--- src/rtl/avr_isp_pkg.sv ---
package avr_isp_pkg;

  localparam int unsigned CfgWidth = 16;

  typedef enum logic [3:0] {
    OP_ENTER    = 4'd0,
    OP_SIG      = 4'd1,
    OP_RDFLASH  = 4'd2,
    OP_LOADWORD = 4'd3,
    OP_COMMIT   = 4'd4,
    OP_ERASE    = 4'd5,
    OP_RDEE     = 4'd6,
    OP_WREE     = 4'd7,
    OP_WRFUSE   = 4'd8,
    OP_RDFUSE   = 4'd9,
    OP_POLL     = 4'd10,
    OP_REPLY    = 4'd11
  } opcode_t;

  typedef enum logic [0:0] {
    REG_BUSY_POLL_LIMIT = 1'b0,
    REG_ENTRY_ATTEMPTS  = 1'b1
  } cfg_reg_t;

  localparam logic [15:0] BusyPollLimitReset = 16'd4000;
  localparam logic [3:0]  EntryAttemptsReset = 4'd4;

  localparam logic [7:0] ByteProgEnable = 8'hAC;
  localparam logic [7:0] ByteEcho       = 8'h53;
  localparam logic [7:0] BytePoll       = 8'hF0;
  localparam logic [7:0] ByteRdFlashLo  = 8'h20;
  localparam logic [7:0] ByteRdFlashHi  = 8'h28;
  localparam logic [7:0] ByteLoadLo     = 8'h40;
  localparam logic [7:0] ByteLoadHi     = 8'h48;
  localparam logic [7:0] ByteCommit     = 8'h4C;
  localparam logic [7:0] ByteRdEe       = 8'hA0;
  localparam logic [7:0] ByteWrEe       = 8'hC0;
  localparam logic [7:0] ByteSig        = 8'h30;
  localparam logic [7:0] ByteErase2     = 8'h80;
  localparam logic [7:0] ByteFuseLow    = 8'hA0;
  localparam logic [7:0] ByteFuseHigh   = 8'hA8;
  localparam logic [7:0] ByteFuseExt    = 8'hA4;
  localparam logic [7:0] ByteRdFuseHi   = 8'h58;
  localparam logic [7:0] ByteRdFuseLo   = 8'h50;
  localparam logic [7:0] ByteRdFuseSel  = 8'h08;

  typedef enum logic [1:0] {
    PH_IDLE  = 2'd0,
    PH_BUSY  = 2'd1,
    PH_CMD   = 2'd2,
    PH_ENTRY = 2'd3
  } phase_t;

  typedef struct packed {
    logic [3:0]  opcode;
    logic [15:0] address;
    logic [15:0] write_data;
    logic [1:0]  fuse_select;
    logic [7:0]  miso_byte;
  } isp_in_t;

  typedef struct packed {
    logic        mosi_valid;
    logic [7:0]  mosi_byte;
    logic        reset_pulse;
    logic        host_valid;
    logic [15:0] host_data;
    logic        status;
  } isp_out_t;

  typedef struct packed {
    phase_t      phase;
    logic [3:0]  pending_op;
    logic [1:0]  byte_index;
    logic        frame_index;
    logic [15:0] saved_address;
    logic [15:0] saved_data;
    logic [7:0]  read_word;
    logic [15:0] poll_count;
    logic [3:0]  attempt_count;
    logic        page_open;
  } isp_state_t;

  // Byte at position idx of the frame that the given state is sending.
  function automatic logic [7:0] frame_byte(isp_state_t s, logic [1:0] idx);
    logic [7:0] b0, b1, b2, b3, ah, al, lo, hi;
    logic [1:0] fs;
    logic [7:0] sel;
    ah = s.saved_address[15:8];
    al = s.saved_address[7:0];
    lo = s.saved_data[7:0];
    hi = s.saved_data[15:8];
    fs = s.saved_address[1:0];
    b0 = 8'h00;
    b1 = 8'h00;
    b2 = 8'h00;
    b3 = 8'h00;
    if (s.phase == PH_BUSY) begin
      b0 = BytePoll;
    end else if (s.phase == PH_ENTRY) begin
      b0 = ByteProgEnable;
      b1 = ByteEcho;
    end else begin
      case (s.pending_op)
        OP_SIG: begin
          b0 = ByteSig;
          b2 = al;
        end
        OP_RDFLASH: begin
          b0 = s.frame_index ? ByteRdFlashHi : ByteRdFlashLo;
          b1 = ah;
          b2 = al;
        end
        OP_LOADWORD: begin
          b0 = s.frame_index ? ByteLoadHi : ByteLoadLo;
          b1 = ah;
          b2 = al;
          b3 = s.frame_index ? hi : lo;
        end
        OP_COMMIT: begin
          b0 = ByteCommit;
          b1 = ah;
          b2 = al;
        end
        OP_ERASE: begin
          b0 = ByteProgEnable;
          b1 = ByteErase2;
        end
        OP_RDEE: begin
          b0 = ByteRdEe;
          b1 = ah;
          b2 = al;
        end
        OP_WREE: begin
          b0 = ByteWrEe;
          b1 = ah;
          b2 = al;
          b3 = lo;
        end
        OP_WRFUSE: begin
          b0 = ByteProgEnable;
          b1 = (fs == 2'd0) ? ByteFuseLow : (fs == 2'd1) ? ByteFuseHigh : ByteFuseExt;
          b3 = lo;
        end
        OP_RDFUSE: begin
          b0 = (fs == 2'd1) ? ByteRdFuseHi : ByteRdFuseLo;
          b1 = (fs == 2'd0) ? 8'h00 : ByteRdFuseSel;
        end
        default: begin
          b0 = BytePoll;
        end
      endcase
    end
    case (idx)
      2'd0:    sel = b0;
      2'd1:    sel = b1;
      2'd2:    sel = b2;
      default: sel = b3;
    endcase
    return sel;
  endfunction

endpackage

--- src/rtl/avr_isp_command_sequencer.sv ---
// AVR ISP programming master, command sequencer. The host sends one command word
// per operation on the input channel; the block answers with one output word per
// SPI byte to send (mosi_valid, with reset_pulse on the first byte of every
// programming-enable attempt), and every byte the target shifts back must be
// returned as a reply word (opcode 11) carrying miso_byte. When a command has sent
// its last frame, one output word with host_valid carries the answer: read data,
// the busy bit for a single poll, or status 1 when programming entry failed after
// entry_attempts tries. Busy polling with 0xF0 frames ends when the target reports
// ready or after busy_poll_limit polls; the command then goes on, and a fuse write
// completes. Host commands that arrive while a command is in progress, replies that
// arrive while idle, and unknown opcodes are dropped without an output word. Each
// input word is handled by a single combinational step between the state registers
// and the output register, so a new word is accepted every cycle as long as the
// output register is free or being emptied. Writing the configuration registers is
// meant for idle periods; a new value applies at once.
module avr_isp_command_sequencer (
  input  logic                                clk,
  input  logic                                rst,
  input  logic                                in_valid,
  output logic                                in_stall,
  input  avr_isp_pkg::isp_in_t                in_data,
  output logic                                out_valid,
  input  logic                                out_stall,
  output avr_isp_pkg::isp_out_t               out_data,
  input  logic                                cfg_we,
  input  logic                                cfg_index,
  input  logic [avr_isp_pkg::CfgWidth-1:0]    cfg_data
);
  import avr_isp_pkg::*;

  isp_state_t st;
  isp_state_t st_next;
  isp_out_t   result;
  logic       fire;
  logic       accept;
  logic [15:0] busy_poll_limit;
  logic [3:0]  entry_attempts;

  // The output register is the only buffer: an item can enter whenever the
  // register is empty or its word leaves in this same cycle.
  assign in_stall = out_valid && out_stall;
  assign accept   = in_valid && !in_stall;

  avr_isp_step u_step (
    .st              (st),
    .item            (in_data),
    .busy_poll_limit (busy_poll_limit),
    .entry_attempts  (entry_attempts),
    .st_next         (st_next),
    .result          (result),
    .fire            (fire)
  );

  // Configuration registers.
  always_ff @(posedge clk) begin
    if (rst) begin
      busy_poll_limit <= BusyPollLimitReset;
      entry_attempts  <= EntryAttemptsReset;
    end else if (cfg_we) begin
      case (cfg_reg_t'(cfg_index))
        REG_BUSY_POLL_LIMIT: busy_poll_limit <= cfg_data;
        REG_ENTRY_ATTEMPTS:  entry_attempts  <= cfg_data[3:0];
        default:             busy_poll_limit <= busy_poll_limit;
      endcase
    end
  end

  // Sequencer state and output register.
  always_ff @(posedge clk) begin
    if (rst) begin
      st.phase         <= PH_IDLE;
      st.pending_op    <= 4'd0;
      st.byte_index    <= 2'd0;
      st.frame_index   <= 1'b0;
      st.saved_address <= 16'd0;
      st.saved_data    <= 16'd0;
      st.read_word     <= 8'd0;
      st.poll_count    <= 16'd0;
      st.attempt_count <= 4'd0;
      st.page_open     <= 1'b0;
      out_valid        <= 1'b0;
    end else begin
      if (accept) begin
        st <= st_next;
      end
      if (accept && fire) begin
        out_valid <= 1'b1;
      end else if (!out_stall) begin
        out_valid <= 1'b0;
      end
    end
  end

  always_ff @(posedge clk) begin
    if (accept && fire) begin
      out_data <= result;
    end
  end

endmodule

--- src/rtl/avr_isp_step.sv ---
module avr_isp_step (
  input  avr_isp_pkg::isp_state_t st,
  input  avr_isp_pkg::isp_in_t    item,
  input  logic [15:0]             busy_poll_limit,
  input  logic [3:0]              entry_attempts,
  output avr_isp_pkg::isp_state_t st_next,
  output avr_isp_pkg::isp_out_t   result,
  output logic                    fire
);
  import avr_isp_pkg::*;

  logic [15:0] poll_lim;
  logic [3:0]  entry_lim;
  logic [15:0] poll_inc;
  logic [3:0]  attempt_inc;
  logic        send;
  logic        pulse;
  logic        done;
  logic [15:0] done_data;
  logic        done_status;
  logic        wait_busy;

  assign poll_lim    = (busy_poll_limit == 16'd0) ? 16'd1 : busy_poll_limit;
  assign entry_lim   = (entry_attempts == 4'd0) ? 4'd1 : entry_attempts;
  assign poll_inc    = (st.poll_count != 16'hFFFF) ? st.poll_count + 16'd1 : st.poll_count;
  assign attempt_inc = (st.attempt_count != 4'hF) ? st.attempt_count + 4'd1 : st.attempt_count;

  always_comb begin
    st_next     = st;
    fire        = 1'b0;
    send        = 1'b0;
    pulse       = 1'b0;
    done        = 1'b0;
    done_data   = 16'd0;
    done_status = 1'b0;
    wait_busy   = 1'b0;

    if (st.phase == PH_IDLE) begin
      if (item.opcode <= OP_POLL) begin
        fire                 = 1'b1;
        send                 = 1'b1;
        st_next.pending_op   = item.opcode;
        st_next.frame_index  = 1'b0;
        st_next.read_word    = 8'd0;
        st_next.poll_count   = 16'd0;
        st_next.byte_index   = 2'd0;
        st_next.saved_data   = item.write_data;
        if (item.opcode == OP_WRFUSE || item.opcode == OP_RDFUSE) begin
          st_next.saved_address = {14'd0, item.fuse_select};
        end else begin
          st_next.saved_address = item.address;
        end
        if (item.opcode == OP_ENTER) begin
          st_next.attempt_count = 4'd0;
          st_next.page_open     = 1'b0;
          st_next.phase         = PH_ENTRY;
          pulse                 = 1'b1;
        end else begin
          wait_busy = (item.opcode == OP_SIG) || (item.opcode == OP_ERASE) ||
                      (item.opcode == OP_WREE) ||
                      ((item.opcode == OP_LOADWORD || item.opcode == OP_COMMIT) &&
                       !st.page_open);
          if (item.opcode == OP_LOADWORD) begin
            st_next.page_open = 1'b1;
          end
          st_next.phase = wait_busy ? PH_BUSY : PH_CMD;
        end
      end
    end else if (item.opcode == OP_REPLY) begin
      fire = 1'b1;
      if (st.byte_index != 2'd3) begin
        if (st.phase == PH_ENTRY && st.byte_index == 2'd2) begin
          st_next.read_word = item.miso_byte;
        end
        st_next.byte_index = st.byte_index + 2'd1;
        send               = 1'b1;
      end else begin
        st_next.byte_index = 2'd0;
        case (st.phase)
          PH_BUSY: begin
            st_next.poll_count = poll_inc;
            if (item.miso_byte[0] && poll_inc < poll_lim) begin
              send = 1'b1;
            end else if (st.pending_op == OP_WRFUSE) begin
              done = 1'b1;
            end else begin
              st_next.frame_index = 1'b0;
              st_next.phase       = PH_CMD;
              send                = 1'b1;
            end
          end
          PH_ENTRY: begin
            if (st.read_word == ByteEcho) begin
              done = 1'b1;
            end else begin
              st_next.attempt_count = attempt_inc;
              if (attempt_inc >= entry_lim) begin
                done        = 1'b1;
                done_status = 1'b1;
              end else begin
                st_next.read_word = 8'd0;
                send              = 1'b1;
                pulse             = 1'b1;
              end
            end
          end
          default: begin
            case (st.pending_op)
              OP_RDFLASH: begin
                if (!st.frame_index) begin
                  st_next.read_word   = item.miso_byte;
                  st_next.frame_index = 1'b1;
                  send                = 1'b1;
                end else begin
                  done      = 1'b1;
                  done_data = {item.miso_byte, st.read_word};
                end
              end
              OP_LOADWORD: begin
                if (!st.frame_index) begin
                  st_next.frame_index = 1'b1;
                  send                = 1'b1;
                end else begin
                  done = 1'b1;
                end
              end
              OP_COMMIT: begin
                st_next.page_open = 1'b0;
                done              = 1'b1;
              end
              OP_WRFUSE: begin
                st_next.poll_count = 16'd0;
                st_next.phase      = PH_BUSY;
                send               = 1'b1;
              end
              OP_SIG, OP_RDEE, OP_RDFUSE: begin
                done      = 1'b1;
                done_data = {8'd0, item.miso_byte};
              end
              OP_POLL: begin
                done      = 1'b1;
                done_data = {15'd0, item.miso_byte[0]};
              end
              default: begin
                done = 1'b1;
              end
            endcase
          end
        endcase
      end
    end

    if (done) begin
      st_next.phase       = PH_IDLE;
      st_next.byte_index  = 2'd0;
      st_next.frame_index = 1'b0;
    end

    result.mosi_valid  = send;
    result.mosi_byte   = send ? frame_byte(st_next, st_next.byte_index) : 8'd0;
    result.reset_pulse = pulse;
    result.host_valid  = done;
    result.host_data   = done_data;
    result.status      = done_status;
  end

endmodule

--- config.mk ---
export PLATFORM = sky130hd
export DESIGN_NAME = avr_isp_command_sequencer
export DESIGN_NICKNAME = d
export VERILOG_FILES = /design/src/rtl/avr_isp_pkg.sv /design/src/rtl/avr_isp_command_sequencer.sv /design/src/rtl/avr_isp_step.sv
export SDC_FILE = /design/constraint.sdc
export NUM_CORES = 1
export LEC_CHECK = 0
export ABC_CLOCK_PERIOD_IN_PS = 4600
export BUFFER_PORTS_ARGS = -buffer_cell sky130_fd_sc_hd__buf_2
export CAP_MARGIN = 25
export CELL_PAD_IN_SITES_DETAIL_PLACEMENT = 1
export CELL_PAD_IN_SITES_GLOBAL_PLACEMENT = 2
export CORE_MARGIN = 2
export CORE_UTILIZATION = 30
export DETAILED_ROUTE_END_ITERATION = 6
export PLACE_DENSITY_LB_ADDON = 0.1
export SYNTH_ARGS = -nofsm -noshare
export SYNTH_HDL_FRONTEND = slang
export SYNTH_HIERARCHICAL = 1
export SYNTH_SLANG_ARGS = --single-unit
--- constraint.sdc ---
create_clock -name clk -period 4.6 [get_ports clk]
set_input_delay 0.92 -clock clk [delete_from_list [all_inputs] [get_ports clk]]
set_output_delay 0.92 -clock clk [all_outputs]
set_load 0.01 [all_outputs]
# --- Word-level counts from Yosys, hierarchy flattened ---
# Index checks and enable logic that the tools add are counted.
word_totals:
  register_bits: 119
  latch_bits: 0
  ram_bits: 0
  mem_bits_ro: 0
  in_bits: 68
  output_inout_bits: 30
  n_memories: 0
op_classes:
  addsub: 3
  n_mul: 0
  n_div: 0
  n_lt_le_gt_ge: 3
  eq_ne: 50
  shift: 0
  n_mux: 99
  bitwise: 3
  n_reduce_logical: 39
op_table:
  columns: ["operator", "count"]
  rows:
  - ["8-bit two-way mux", 17]
  - ["16-bit two-way mux", 5]
  - ["70-bit two-way mux", 1]
  - ["8-bit one-hot mux with 8 select lines", 1]
  - ["29-bit two-way mux", 2]
  - ["16-bit one-hot mux with 3 select lines", 1]
  - ["4-bit two-way mux", 11]
  - ["4-bit by 3-bit equality test with 1-bit output, second input constant", 9]
  - ["1-bit two-way mux", 35]
  - ["4-bit equality test, second input constant", 8]
  - ["32-bit two-way mux", 1]
  - ["16-bit one-hot mux with 2 select lines", 1]
  - ["8-bit one-hot mux with 2 select lines", 2]
  - ["8-bit one-hot mux with 4 select lines", 1]
  - ["8-bit one-hot mux with 3 select lines", 1]
  - ["21-bit two-way mux", 1]
  - ["4-bit by 2-bit equality test with 1-bit output, second input constant", 5]
  - ["2-bit two-way mux", 10]
  - ["16-bit by 1-bit adder with 16-bit output, second input constant", 1]
  - ["16-bit logical NOT", 1]
  - ["16-bit < comparator", 1]
  - ["16-bit != test, second input constant", 1]
  - ["5-bit OR reduction", 3]
  - ["7-bit AND reduction", 2]
  - ["34 further kinds", 76]

# --- Depth between registers and ports, before layout ---
# Gate-level depths: netlist of run 1.
depth:
  word_depth: 15
  ltp_mapped: 20
  ltp_nobuf: 19

# --- Modules after synthesis ---
# The synthesis of run 1 kept the hierarchy.
by_module_without_submodules:
  columns: ["mod", "instances", "cells_per_inst", "area_each_um2", "seq_area_each_um2"]
  rows:
  - ["avr_isp_command_sequencer", 1, 427, 4031.4, 2662.6]
  - ["avr_isp_step", 1, 614, 3674.8, 0.0]

# --- Worst setup path after synthesis of run 1 ---
# No wires, ideal clock.
synth_timing:
  path_type: "register -> register"
  startpoint: "register, netlist name st[5]"
  endpoint: "register out_data[20] in the netlist's numbering (data pin)"
  setup_time_ns: 0.176
  t_arrival_ns: 4.499
  setup_slack_ns: -0.075
  stages_incl_launch_ff: 20
  cell_sequence: "dfxtp_1 > ha_1 > nand3_1 > nor4_1 > nor3_1 > and3_1 > clkbuf_1 > and3_1 > and3_1 > xor2_1 > ha_1 > and3_1 > o21ai_1 > o2111ai_1 > or4_1 > o2111a_2 > nor3_4 > nand3_2 > o221a_1 > nor4_1"
synth_lines:
  columns: ["element", "line", "source"]
  rows:
  - ["to (signal assigned)", "avr_isp_command_sequencer.sv:96", "out_data <= result;"]
  - ["to (decl)", "avr_isp_command_sequencer.sv:24", "output avr_isp_pkg::isp_out_t out_data,"]

==> run summary, run 1 <==
Design Area, Final - 9597 sq um
Overflow after GRT - 0
sequential area share after synthesis - 0.3455
Setup Viol. Count Final - 0
final setup margin - 0.1733 ns
routed len/inst - 18.51 um
largest net degree at the start of global routing - 59
Yosys top cell by area - dfxtp_1
CTS tree - done
Tot GR Track Use - 0.2132
Fmax achieved - 225.9 MHz
Filler Cells Inserted - 3093
pre-CTS setup slack - -0.1437 ns
DRC - 0
Leakage - 4.088 nW
Crit. End Element - flip-flop
Clk Latency, worst-skew pair - 0.42 ns
Net Count, Synth - 1132
H-tree levels - 4
Final nets - 1248
Primary FF master, synth - dfxtp_1
Vias/cell - 5.209
share of synthesized flip-flops with an asynchronous set or reset - 0
Vias - 7813
CP arrival - 4.66 ns
crit path time final - 4.427 ns
placed instance area - 8702 sq um
vias in the first global route - 8009
Core Area - 25180 sq um
max cap viols - 0
most frequent cells in the layout - nand2_1, a21oi_1, buf_2
clock network power share - 0.450
Die Ht - 164.3 um
Cells after Synth - 1041
Max Fanout on Critical Path - 3
Die Width - 164.3 um
PortBufs - 97
slew margin rel. - 0.4708
row cnt - 58
critical path type - flip-flop to flip-flop
DR pass1 iterations - 4
Worst-Margin Slew - 0.7938 ns
area of the multi-input gates - 4686 sq um
Min-Delay Path Class - flip-flop to flip-flop
cts hold-fix bufs - 0
DR iter-0 viols - 429
TritonCTS Buffers - 17
Worst Setup Start Kind - flip-flop
synth unique cells - 82
Mapped Area - 7706 sq um
GPL Wtd Cong - 0.8392
number of synthesized flops with an enable pin - 28
drt total wl - 27.77 mm
CTS Root Cell - clkbuf_16
Clock Skews - 0.01178 ns
Pint - 2.229 mW
initial antenna violation count - 0
Max Slew Vio Count - 0
global-route wire length before repair - 44.50 mm
post-synthesis register bit count - 119
commonest non-fill, non-tap cell in the layout - nand2_1
final hold violations - 0
Comb power frac - 0.183
Placed Cells incl. Taps - 1453
top cell type's share of synthesized area - 0.2364
layout cells sized above 1 - 0.2103
Layout area overhead - 24.53%
ranking of synthesized cells by area - dfxtp_1, nand2_1, edfxtp_1, a21oi_1, ha_1
run status - finished, final reports clean
ANT cells - 0
Num Clock Sinks - 119
PwrDens - 331.1 nW/um^2
Peak VDD IR - 0.2159 mV
period utilization - 0.9623
die footprint - 26980 sq um
Clock Tree Buf Depth - 2
Sequential Power Share - 0.368
DRT antenna net count - 0
switch share - 0.2984
Yosys Warn Count - 6
initial core utilization - 0.3060
Net Switching - 0.9484 mW
fin cells - 1500
Sequential cell area - 2671 sq um
Critical Path RT - 4.84 ns
Reg clk slew, reported paths - 0.06 ns
Syn Area/Cell - 7.403 sq um
Ports - 98
DP Wirelength - 19.94 mm
## path summary, 6_finish.rpt
check / startpoint / to / slack, ns / cells past startpoint
worst max register to register: st[19] / out_data[22] / 0.17 / 18
worst max-delay path: st[19] / out_data[22] / 0.17 / 18
worst min register to register: st[42] / st[42] / 0.45 / 2
worst min-delay path: st[42] / st[42] / 0.45 / 2
## power groups by stage
stage          Sequential, mW  Clock (mW)  Combinational (mW)
2_1_floorplan            1.19           0               0.352
3_3_place_gp             1.19           0               0.572
3_5_place_dp             1.19           0               0.573
4_1_cts                  1.17        1.47               0.577
5_1_grt                  1.18        1.51               0.647
6_report                 1.17        1.43               0.581
## flip-flops by register name (all words and copies together), names as in the netlist
| register | cells |
|---|---|
| busy_poll_limit | 16 |
| out_valid | 1 |
| out_data | 28 |
| entry_attempts | 4 |
| st | 70 |
## synth_stat cells (4+ instances only)
cell,instances
nand2b_1,6
xor2_1,10
nand3_1,36
o221a_1,6
nand2_1,255
a211oi_1,6
a22o_1,8
xnor2_1,6
a21o_1,14
o21ai_1,7
o31ai_1,4
ha_1,23
dfxtp_1,91
inv_1,55
clkbuf_1,42
o21ai_0,53
nand4_1,8
mux2i_1,25
buf_4,14
and3_1,23
nand3b_1,7
edfxtp_1,28
nor4_1,9
nor2_1,69
a22oi_1,9
buf_2,9
a21oi_1,123
nor3_1,13
## area by class of cell
type | instances | share of cell area
Tap cell | 330 | 0.04302
Inverter | 58 | 0.02269
Clock buffer | 21 | 0.04915
Sequential cell | 119 | 0.2784
Multi-Input combinational cell | 798 | 0.4883
Clock inverter | 11 | 0.01499
Timing Repair Buffer | 163 | 0.1035
## kinds of logic (layout without fill, tap and decap cells)
logic type	after synthesis	in the layout	share of synthesized area
AND/OR/NAND/NOR	453	453	0.2676
adder cells (fa/ha/maj)	23	23	0.03734
XOR/XNOR	16	16	0.01818
multiplexers	27	27	0.03540
AO/OA/AOI/OAI	279	279	0.2263
flip-flops	119	119	0.3455
buffers and inverters	124	253	0.06965
## metal layers
metal,share of wire,track usage
met3,0.029,0.03131
met2,0.48,0.3665
met4,0.0082,0.04785
met1,0.48,0.2818
met5,0,0
## through the flow
step	power [mW]	TNS (ns)	utilization	hold WS, ns
global placement	1.762	0	0.3456	0.4419
floorplan	1.545	0	-	0.4312
global route	3.337	-0.07695	0.3811	0.4689
detailed placement	1.762	-0.5221	0.3456	0.4471
finish	3.178	0	0.3811	0.4514
CTS	3.216	0	0.3730	0.4545
## worst max-delay path, stage by stage, from the launching register on
cell	delay, ns
dfxtp_1	0.33
nand4_1	0.10
buf_4	0.16
or4_4	0.52
and2_4	0.17
and3_1	0.20
buf_4	0.14
xor2_1	0.14
ha_1	0.30
nand4_1	0.11
nor2_1	0.06
o31a_1	0.32
or4_4	0.50
o2111a_2	0.20
nor3_4	0.21
buf_4	0.16
nand2_1	0.05
a311o_1	0.37
a311oi_1	0.22
## repair_timing
| item | in CTS | in global routing |
|---|---|---|
| endpoints found under the setup margin | 8 | 8 |
| pin swaps | 4 | 23 |
| buffers inserted | 5 | 9 |
| gates resized for setup | 5 | 30 |
No activity file was read; power rests on OpenSTA's default activity.
==> inputs of run 2 (changes only) <==
--- a/config.mk
+++ b/config.mk
@@ -5,13 +5,13 @@
 export SDC_FILE = /design/constraint.sdc
 export NUM_CORES = 1
 export LEC_CHECK = 0
+export ABC_AREA = 1
 export ABC_CLOCK_PERIOD_IN_PS = 4600
 export BUFFER_PORTS_ARGS = -buffer_cell sky130_fd_sc_hd__buf_2
-export CAP_MARGIN = 25
 export CELL_PAD_IN_SITES_DETAIL_PLACEMENT = 1
 export CELL_PAD_IN_SITES_GLOBAL_PLACEMENT = 2
 export CORE_MARGIN = 2
-export CORE_UTILIZATION = 30
+export CORE_UTILIZATION = 29
 export DETAILED_ROUTE_END_ITERATION = 6
 export PLACE_DENSITY_LB_ADDON = 0.1
 export SYNTH_ARGS = -nofsm -noshare
==> run 2 against run 1 <==
  * First-iteration DRC count decreased by 8.6%
  * Synthesized cell count increased by 35%
  * Setup slack improved by 0.27 ns
  * Count of clock-buffer cells in the layout rose by 1
  * Sequential share of layout area is 1.6 points lower
  * Critical path type unchanged
  * Critical path depth is 7 higher
==> run summary, run 2 <==
run status - finished, final reports clean
Min-Delay Path Class - flip-flop to flip-flop
final hold violations - 0
Setup TNS Final - 0 ns
Largest Register - st
PortBufs - 97
cell depth of the worst flop-to-flop path - 25
DR pass1 iterations - 4
worst r2r src - st[5]
largest net degree at the start of global routing - 98
Ports - 98
Die Width - 177.9 um
reg-to-reg slack, setup - 0.44 ns
Overflow after GRT - 0
die footprint - 31650 sq um
CP arrival - 4.33 ns
Yosys Warn Count - 6
most frequent cells in the layout - nand2_1, inv_1, nor2_1
initial core utilization - 0.2951
Critical Path RT - 4.77 ns
post-synthesis register bit count - 119
Vias/cell - 4.839
Layout area overhead - 15.65%
Die Ht - 177.9 um
RSZ-0062 raised after global routing - false
row cnt - 63
Crit. End Element - flip-flop
sequential area share after synthesis - 0.3036
Vias - 9054
Crit Reg-Reg Endpoint - out_data[22]
Num Clock Sinks - 119
Setup Viol. Count Final - 0
DRT antenna net count - 0
Peak VDD IR - 0.1760 mV
max FFs per register - 70
Post-Synth Adder-Cell Area - 0.03281
Synth Area in Compound Gates - 0.1549
Core Area - 29720 sq um
largest family of logic cells by synthesized area - simple AND/OR/NAND/NOR gates
top cell type's share of synthesized area - 0.2077
CTS Root Cell - clkbuf_16
DP Wirelength - 21.56 mm
placed instance area - 9458 sq um
top-count cell post-synth - nand2_1
Largest regs - st (70), out_data (28), busy_poll_limit (16)
share of synthesized flip-flops with an asynchronous set or reset - 0
Clock Tree Buf Depth - 2
Clk Latency, worst-skew pair - 0.43 ns
Critical path origin - st[5]
initial antenna violation count - 0
crit path time final - 4.159 ns
CP max stage cell - dfxtp_1
Min Hold Slack - 0.4625 ns
Tot GR Track Use - 0.1926
most used cell, CP - nand2_1
Worst Path Buf+Inv - 2
Final nets - 1559
period utilization - 0.9042
final total power - 3.531 mW
Critical Path Sink - out_data[22]
number of synthesized flops with an enable pin - 28
fin cells - 1871
ranking of synthesized cells by area - dfxtp_1, nand2_1, edfxtp_1, inv_1, nand3_1
DR iter-0 viols - 392
Mapped Area - 8770 sq um
PwrDens - 348.1 nW/um^2
global-route wire length before repair - 48.34 mm
DRC - 0
routed len/inst - 15.98 um
cts hold-fix bufs - 0
vias in the first global route - 8930
synth unique cells - 51
CP Depth - 25
Cells after Synth - 1401
final setup margin - 0.4409 ns
Primary FF master, synth - dfxtp_1
Placed Cells incl. Taps - 1834
max cap viols - 0
post-layout util - 0.3413
Max Fanout on Critical Path - 10
Worst Setup Start Kind - flip-flop
Yosys top cell by area - dfxtp_1
commonest cells in the netlist - nand2_1, inv_1, nor2_1, nand3_1, a21oi_1
Fmax achieved - 240.4 MHz
TritonCTS Buffers - 17
GPL Wtd Cong - 0.8535
simple-gate share of the synthesized area - 0.3548
pre-CTS setup slack - 0.1263 ns
Worst-Margin Slew - 1.169 ns
xor and xnor area share after synthesis - 0.008988
slew margin rel. - 0.2147
drt total wl - 29.90 mm
commonest non-fill, non-tap cell in the layout - nand2_1
Max Slew Vio Count - 0
Clock Skews - 0.01433 ns
layout cells sized above 1 - 0.1425
H-tree levels - 4
Reg clk slew, reported paths - 0.06 ns
Net Count, Synth - 1492
CTS tree - done
mux cell area share after synthesis - 0.001141
critical path type - flip-flop to flip-flop
Leakage - 4.886 nW
ANT cells - 0
Syn Area/Cell - 6.260 sq um
Design Area, Final - 10140 sq um
slowest stage delay, CP - 0.39 ns
CP top delay family - simple AND/OR/NAND/NOR gates
## run 2: changes by cell type after synthesis, sizes merged, moves of 23 or more
cell,before,now
nand3,37,146
clkbuf,42,19
mux2i,25,1
and3,23,0
nor2,69,189
o21ai,60,88
inv,58,222
buf,24,50
nand2,255,327
## run 2: worst reg2reg max path: stages, from the launching register on
cell	delay, ns
dfxtp_1	0.39
inv_1	0.11
nor3_1	0.16
inv_1	0.10
nor3_2	0.14
nand3_1	0.11
nor2_2	0.16
nand3_1	0.16
nor3_4	0.19
nand3_1	0.12
nor2_1	0.13
xor2_1	0.21
ha_1	0.28
a211o_1	0.29
a31oi_1	0.17
nand2_2	0.12
nand3_1	0.14
nand2_1	0.14
nand2_2	0.17
nand2_2	0.18
nand2_1	0.10
nand2_1	0.05
nand2_1	0.09
nand2_1	0.06
nor2_1	0.10
nor2_1	0.05
## run 2: worst min path at each step
stage | slack (ns) | from | cells past startpoint | endpoint
after global routing | 0.50 | entry_attempts[3] | 2 | entry_attempts[3]
after CTS | 0.47 | entry_attempts[3] | 2 | entry_attempts[3]
after global placement | 0.45 | entry_attempts[2] | 2 | entry_attempts[2]
after floorplan | 0.43 | entry_attempts[2] | 2 | entry_attempts[2]
after detailed placement | 0.45 | entry_attempts[2] | 2 | entry_attempts[2]
final | 0.46 | entry_attempts[3] | 2 | entry_attempts[3]
## run 2: timing repair
item | 4_1_cts | 5_1_grt
buffers inserted | 0 | 3
setup endpoints to repair | 0 | 11
gates resized for setup | 0 | 10
endpoints found under the hold margin | 0 | 0
## run 2: power breakdown
group | total, mW | internal [mW] | switching (mW)
combinational | 0.889 | 0.298 | 0.591
sequential | 1.22 | 1.16 | 0.0664
clock | 1.42 | 0.878 | 0.540
total | 3.53 | 2.33 | 1.20
## run 2: metal layers
layer | part of all wire | wire, um | vias to the layer above | track usage
li1 | - | - | 4641 | -
met5 | 0 | 0 | - | 0
met3 | 0.027 | 799 | 24 | 0.02035
met1 | 0.53 | 15920 | 4262 | 0.2814
met2 | 0.43 | 12780 | 127 | 0.3002
met4 | 0.013 | 400 | 0 | 0.04986
## run 2: cell type report
class	instances	area, sq um
Fill cell	3899	19580
Multi-Input combinational cell	992	4907
Sequential cell	119	2663
Inverter	223	837.1
Timing Repair Buffer	115	635.6
Clock buffer	22	496.7
Tap cell	390	488.0
Clock inverter	10	115.1
## run 2: kinds of logic after synthesis
| family | after synthesis |
|---|---|
| compound gates | 242 |
| xor+xnor | 9 |
| fa+ha+maj | 23 |
| buf+inv | 292 |
| flops | 119 |
| mux | 1 |
| simple gates | 715 |
